--- src/rtl/koct_pkg.sv ---
// Shared types and codes for the keyed occurrence count table.
// No dependencies; imported by the interfaces, the cell and the core.
`default_nettype none

package koct_pkg;

    typedef enum logic [1:0] {
        MODE_ADD   = 2'd0,
        MODE_QUERY = 2'd1,
        MODE_CLEAR = 2'd2,
        MODE_RSVD  = 2'd3
    } t_mode;

    typedef enum logic [2:0] {
        ST_HIT      = 3'd0,
        ST_INSERTED = 3'd1,
        ST_FULL     = 3'd2,
        ST_KIND0    = 3'd3,
        ST_QUERY    = 3'd4,
        ST_CLEARED  = 3'd5
    } t_status;

    localparam int unsigned KIND_W   = 3;
    localparam int unsigned OFFS_W   = 16;
    localparam int unsigned COUNT_W  = 16;
    localparam int unsigned SLOT_W   = 5;
    localparam int unsigned TOTAL_W  = 6;
    // Wide enough for the largest supported table (256 entries).
    localparam int unsigned SLOTX_W  = 8;
    localparam int unsigned TOTALX_W = 9;

    localparam logic [COUNT_W-1:0] COUNT_MAX = '1;
    localparam logic [KIND_W-1:0]  KIND_EMPTY = '0;

    // Transaction as it travels down the chain of cells.
    typedef struct packed {
        logic                       valid;
        t_mode                      mode;
        logic [KIND_W-1:0]          kind;
        logic signed [OFFS_W-1:0]   offset;
        logic                       done;
        t_status                    status;
        logic [SLOTX_W-1:0]         slot;
        logic [COUNT_W-1:0]         count;
        logic [TOTALX_W-1:0]        total;
    } t_tok;

endpackage

`default_nettype wire

--- src/rtl/koct_cell.sv ---
// One table entry plus the pipeline register that hands a transaction on.
// Depends on koct_pkg.
`default_nettype none

module koct_cell
    import koct_pkg::*;
#(
    parameter int unsigned CELL_IDX = 0
) (
    input  wire logic i_clk,
    input  wire logic i_rst_n,
    input  wire logic i_adv,
    input  wire t_tok i_tok,
    output t_tok      o_tok
);

    logic [KIND_W-1:0]        r_kind;
    logic [KIND_W-1:0]        n_kind;
    logic signed [OFFS_W-1:0] r_offset;
    logic signed [OFFS_W-1:0] n_offset;
    logic [COUNT_W-1:0]       r_rep;
    logic [COUNT_W-1:0]       n_rep;
    t_tok                     r_tok;
    t_tok                     n_tok;

    logic w_kind_eq;
    logic w_hit;

    assign w_kind_eq = (r_kind == i_tok.kind);
    assign w_hit     = w_kind_eq && (r_offset == i_tok.offset);

    always_comb begin
        n_tok    = i_tok;
        n_kind   = r_kind;
        n_offset = r_offset;
        n_rep    = r_rep;
        if (i_tok.valid) begin
            case (i_tok.mode)
                MODE_ADD: begin
                    // Occupied entries form a prefix, so the first empty
                    // cell means no match lies further down.
                    if (!i_tok.done) begin
                        if (w_hit) begin
                            n_rep        = (r_rep == COUNT_MAX) ? r_rep : r_rep + 1'b1;
                            n_tok.done   = 1'b1;
                            n_tok.status = ST_HIT;
                            n_tok.slot   = SLOTX_W'(CELL_IDX);
                            n_tok.count  = n_rep;
                        end else if (r_kind == KIND_EMPTY) begin
                            n_kind       = i_tok.kind;
                            n_offset     = i_tok.offset;
                            n_rep        = '0;
                            n_tok.done   = 1'b1;
                            n_tok.status = ST_INSERTED;
                            n_tok.slot   = SLOTX_W'(CELL_IDX);
                            n_tok.count  = '0;
                        end
                    end
                end
                MODE_QUERY: begin
                    if (w_kind_eq) begin
                        n_tok.total = i_tok.total + 1'b1;
                    end
                end
                MODE_CLEAR: begin
                    n_kind = KIND_EMPTY;
                end
                default: begin
                end
            endcase
        end
    end

    always_ff @(posedge i_clk) begin
        if (!i_rst_n) begin
            r_kind   <= KIND_EMPTY;
            r_offset <= '0;
            r_rep    <= '0;
            r_tok    <= '0;
        end else if (i_adv) begin
            r_kind   <= n_kind;
            r_offset <= n_offset;
            r_rep    <= n_rep;
            r_tok    <= n_tok;
        end
    end

    assign o_tok = r_tok;

    a_done_sticky: assert property (@(posedge i_clk) disable iff (!i_rst_n)
        i_adv && i_tok.valid && i_tok.done |=> r_tok.done)
        else $error("resolved transaction lost its done flag");

    a_hit_ins_done: assert property (@(posedge i_clk) disable iff (!i_rst_n)
        r_tok.valid && (r_tok.status == ST_HIT || r_tok.status == ST_INSERTED)
        |-> r_tok.done)
        else $error("hit or insert status without done");

    a_clear_empties: assert property (@(posedge i_clk) disable iff (!i_rst_n)
        i_adv && i_tok.valid && i_tok.mode == MODE_CLEAR |=> r_kind == KIND_EMPTY)
        else $error("clear left entry occupied");

    a_stall_holds: assert property (@(posedge i_clk) disable iff (!i_rst_n)
        !i_adv |=> $stable(r_tok.valid) && $stable(r_kind))
        else $error("cell changed while stalled");

endmodule

`default_nettype wire

--- config.mk ---
export PLATFORM = sky130hd
export DESIGN_NAME = koct_cell
export DESIGN_NICKNAME = d
export VERILOG_FILES = /design/src/rtl/koct_pkg.sv /design/src/rtl/koct_cell.sv
export SDC_FILE = /design/constraint.sdc
export NUM_CORES = 1
export LEC_CHECK = 0
export ABC_AREA = 1
export BUFFER_PORTS_ARGS = -buffer_cell sky130_fd_sc_hd__buf_4
export CAP_MARGIN = 30
export CORE_MARGIN = 4
export CORE_UTILIZATION = 58
export DETAILED_ROUTE_END_ITERATION = 7
export GPL_TIMING_DRIVEN = 0
export PLACE_DENSITY = 0.84
export REMOVE_ABC_BUFFERS = 1
export SLEW_MARGIN = 10
export SYNTH_ARGS = -nofsm -noshare
export SYNTH_HDL_FRONTEND = slang
export SYNTH_SLANG_ARGS = --single-unit
--- constraint.sdc ---
create_clock -name i_clk -period 4.5 [get_ports i_clk]
set_input_delay 0.675 -clock i_clk [delete_from_list [all_inputs] [get_ports i_clk]]
set_output_delay 0.675 -clock i_clk [all_outputs]
set_load 0.02 [all_outputs]
==> metrics.md <==
| Metric | Value |
|---|---|
| Maximum buffer depth of the clock tree | `2` |
| DRT iter0 DRCs | `between 200 and 250` |
| Vias/cell | `5.28` |
| Mapped Cells | `about 770` |
| Yosys warnings | `0` |
| Synth unique cells | `35` |
| EDFF count, synth | `0` |
| Drt drc | `0` |
| Total power | `roughly 1.8 mW` |
| Static leakage | `2.97 nW` |
| RSZ-0062 raised after global routing | `no` |
| Syn_area_per_cell | `6.42 sq um` |
| Skew final | `~14 ps` |
| # hold bufs at CTS | `0` |
| Status | `finished clean` |
| Highest Clock Rate | `between 0.4 and 0.5 GHz` |
| Gpl congestion | `~0.94` |
| DR WL met2 | `~6700 um` |
| Max rail drop VDD | `roughly 180 uV` |
| Most used flip-flop cell after synthesis | `dfxtp_1` |
| Drt pass-1 iters | `5` |
| Worst Path Max Fanout | `15` |
| Clock Tree Root | `clkbuf_8` |
| Placed cell area | `~5800 sq um` |
| Initial antenna violation count | `0` |
| Layout cells sized above 1 | `0.181` |
| Rows | `33` |
| Post-route design area | `slightly above 6000 sq um` |
| CTS tree | `built` |
| Pin slew with the least headroom to its limit | `roughly 780 ps` |
| Die area | `~10000 sq um` |
| Die Y | `between 100 and 150 um` |
| Die width | `roughly 100 um` |
| Synthesis-stage register bit count | `94` |
| Clock sink total | `94` |
| # IOs | `121` |
| Total negative slack | `0 ps` |
| H-Tree Depth | `3` |
| Synth Cell Area | `approximately 5000 sq um` |
| Fin nets | `930` |
| Final slew viol count | `0` |
| Vias | `5154` |
| First-pass GRT wire length | `between 20000 and 25000 um` |
| Core ar. | `between 8000 and 9000 sq um` |
| Post-CTS sizing | `0` |
| Final Hold Viols | `0` |
| Sequential area share after synthesis | `0.382` |
| Vias in the first global route | `between 4000 and 5000` |
| Setup Fix Bufs, Post-CTS | `0` |
| Cts bufs inserted | `9` |
| Fin crit period | `approximately 2400 ps` |
| Buffers added on ports | `120` |
| Min-Delay Path Class | `register to register` |
| Metal3 WL | `roughly 700 um` |
| Avg WL per Cell | `~13 um` |
| Drt total wl | `roughly 13000 um` |
| DP HPWL | `between 8000 and 9000 um` |
| Setup Viol. Count Final | `0` |
| CP required | `around 4800 ps` |
| Uppermost layer routed | `met4` |
| Clk_lat worst skew | `370 ps` |
| Post-route clock period utilization | `0.536` |
| Crit Path Class | `register to register` |
| Largest net degree at the start of global routing | `107` |
| FFs w/ async S/R, synth | `0` |
| WP data arrival | `2680 ps` |
| Filler cell count | `between 700 and 800` |
| Cell area power density | `approximately 300 nW/um^2` |
| M1 WL | `just over 5000 um` |
| Remaining global-route overflow | `0` |
| Clock slew at reported path FFs | `around 100 ps` |
| Max_slew headroom | `0.478` |
| CP Capture Type | `register` |
| # diodes | `0` |
| Total Routing Usage GR | `0.251` |
| Post-route ant nets | `0` |
| P&R area growth vs syn | `22.8%` |
| Max-cap violation count | `0` |
| Startpoint type of the worst setup path | `register` |
| Initial Util | `0.597` |
## per-stage QoR
stage	util	hold WS [ps]	setup WS, ps	std cells
CTS	0.730	475	1760	975
global route	0.733	493	1890	976
detailed placement	0.704	460	1380	959
floorplan	-	443	2480	733
finish	0.733	476	2090	976
global placement	0.701	453	1420	958
## cells by family (layout without fill, tap and decap cells)
group / Yosys count / in the layout / synth area share
adder cells (fa/ha/maj): 2 / 2 / 0.00508
XOR/XNOR: 12 / 12 / 0.0213
buffers and inverters: 121 / 224 / 0.100
flip-flops: 94 / 94 / 0.382
AO/OA/AOI/OAI: 128 / 128 / 0.132
AND/OR/NAND/NOR: 411 / 411 / 0.359
## critical path, stage by stage, from the launching register on
cell and delay (ps):
dfxtp_1 430, ha_1 220, nand2_1 80, nor2_2 230, nand4_1 540, or2_2 500, nand4_1 100, nand2_1 70
nor2_1 100, nor2_1 40
## final timing paths
| path | depth (start not counted) | slack, ps | from | end |
|---|---|---|---|---|
| worst max-delay path | 9 | 2090 | r_rep[1] | o_tok[10] |
| worst min-delay path | 2 | 480 | o_tok[28] | o_tok[28] |
| worst max register to register | 9 | 2090 | r_rep[1] | o_tok[10] |
| worst min register to register | 2 | 480 | o_tok[28] | o_tok[28] |
## cell usage in the layout (no fill, tap or decap), types with 9 or more instances in the layout
| cell | count |
|---|---|
| a21oi_1 | 74 |
| buf_4 | 120 |
| clkbuf_8 | 9 |
| dfxtp_1 | 94 |
| inv_1 | 82 |
| nand2_1 | 218 |
| nand3_1 | 53 |
| nand4_1 | 20 |
| nor2_1 | 97 |
| o21ai_0 | 49 |
## registers in the layout, summed over array words and instances, names as in the netlist
signal and count:
o_tok 59, r_kind 3, r_offset 16, r_rep 16
## Yosys cell counts, types with 2 or more instances
| cell | instances | share of area |
|---|---|---|
| ha_1 | 2 | 0.0051 |
| buf_6 | 3 | 0.0069 |
| a21oi_1 | 74 | 0.075 |
| inv_1 | 82 | 0.062 |
| buf_4 | 2 | 0.0030 |
| xnor2_1 | 4 | 0.0071 |
| nand2_4 | 2 | 0.0046 |
| nor2_1 | 97 | 0.074 |
| nor3_1 | 2 | 0.0020 |
| o21ai_0 | 49 | 0.050 |
| nand4_1 | 20 | 0.025 |
| nor2_2 | 6 | 0.0076 |
| dfxtp_1 | 94 | 0.38 |
| clkbuf_1 | 21 | 0.016 |
| nand3_1 | 53 | 0.054 |
| and3_1 | 4 | 0.0051 |
| nand3_4 | 2 | 0.0071 |
| xor2_1 | 8 | 0.014 |
| nand2_1 | 218 | 0.17 |
| inv_2 | 3 | 0.0023 |
| buf_2 | 6 | 0.0061 |
| buf_1 | 2 | 0.0015 |
| or2_2 | 2 | 0.0025 |
## per-layer routing
layer,vias up,GRT usage
met1,2356,0.289
li1,2641,-
met2,139,0.468
met4,0,0.0829
met3,18,0.0417
met5,-,0
## area by class of cell
type / count / area (sq um) / share of cell area
Clock buffer: 9 / 124 / 0.0205
Clock inverter: 7 / 90.1 / 0.0149
Inverter: 86 / 323 / 0.0533
Multi-Input combinational cell: 553 / 2550 / 0.422
Sequential cell: 94 / 1880 / 0.311
Tap cell: 105 / 131 / 0.0217
Timing Repair Buffer: 122 / 948 / 0.157
## power breakdown
part	switching, mW	internal, mW	total (mW)
sequential	0.0229	0.873	0.896
combinational	0.178	0.130	0.308
clock	0.337	0.272	0.609
(Power assumes the default switching activity.)
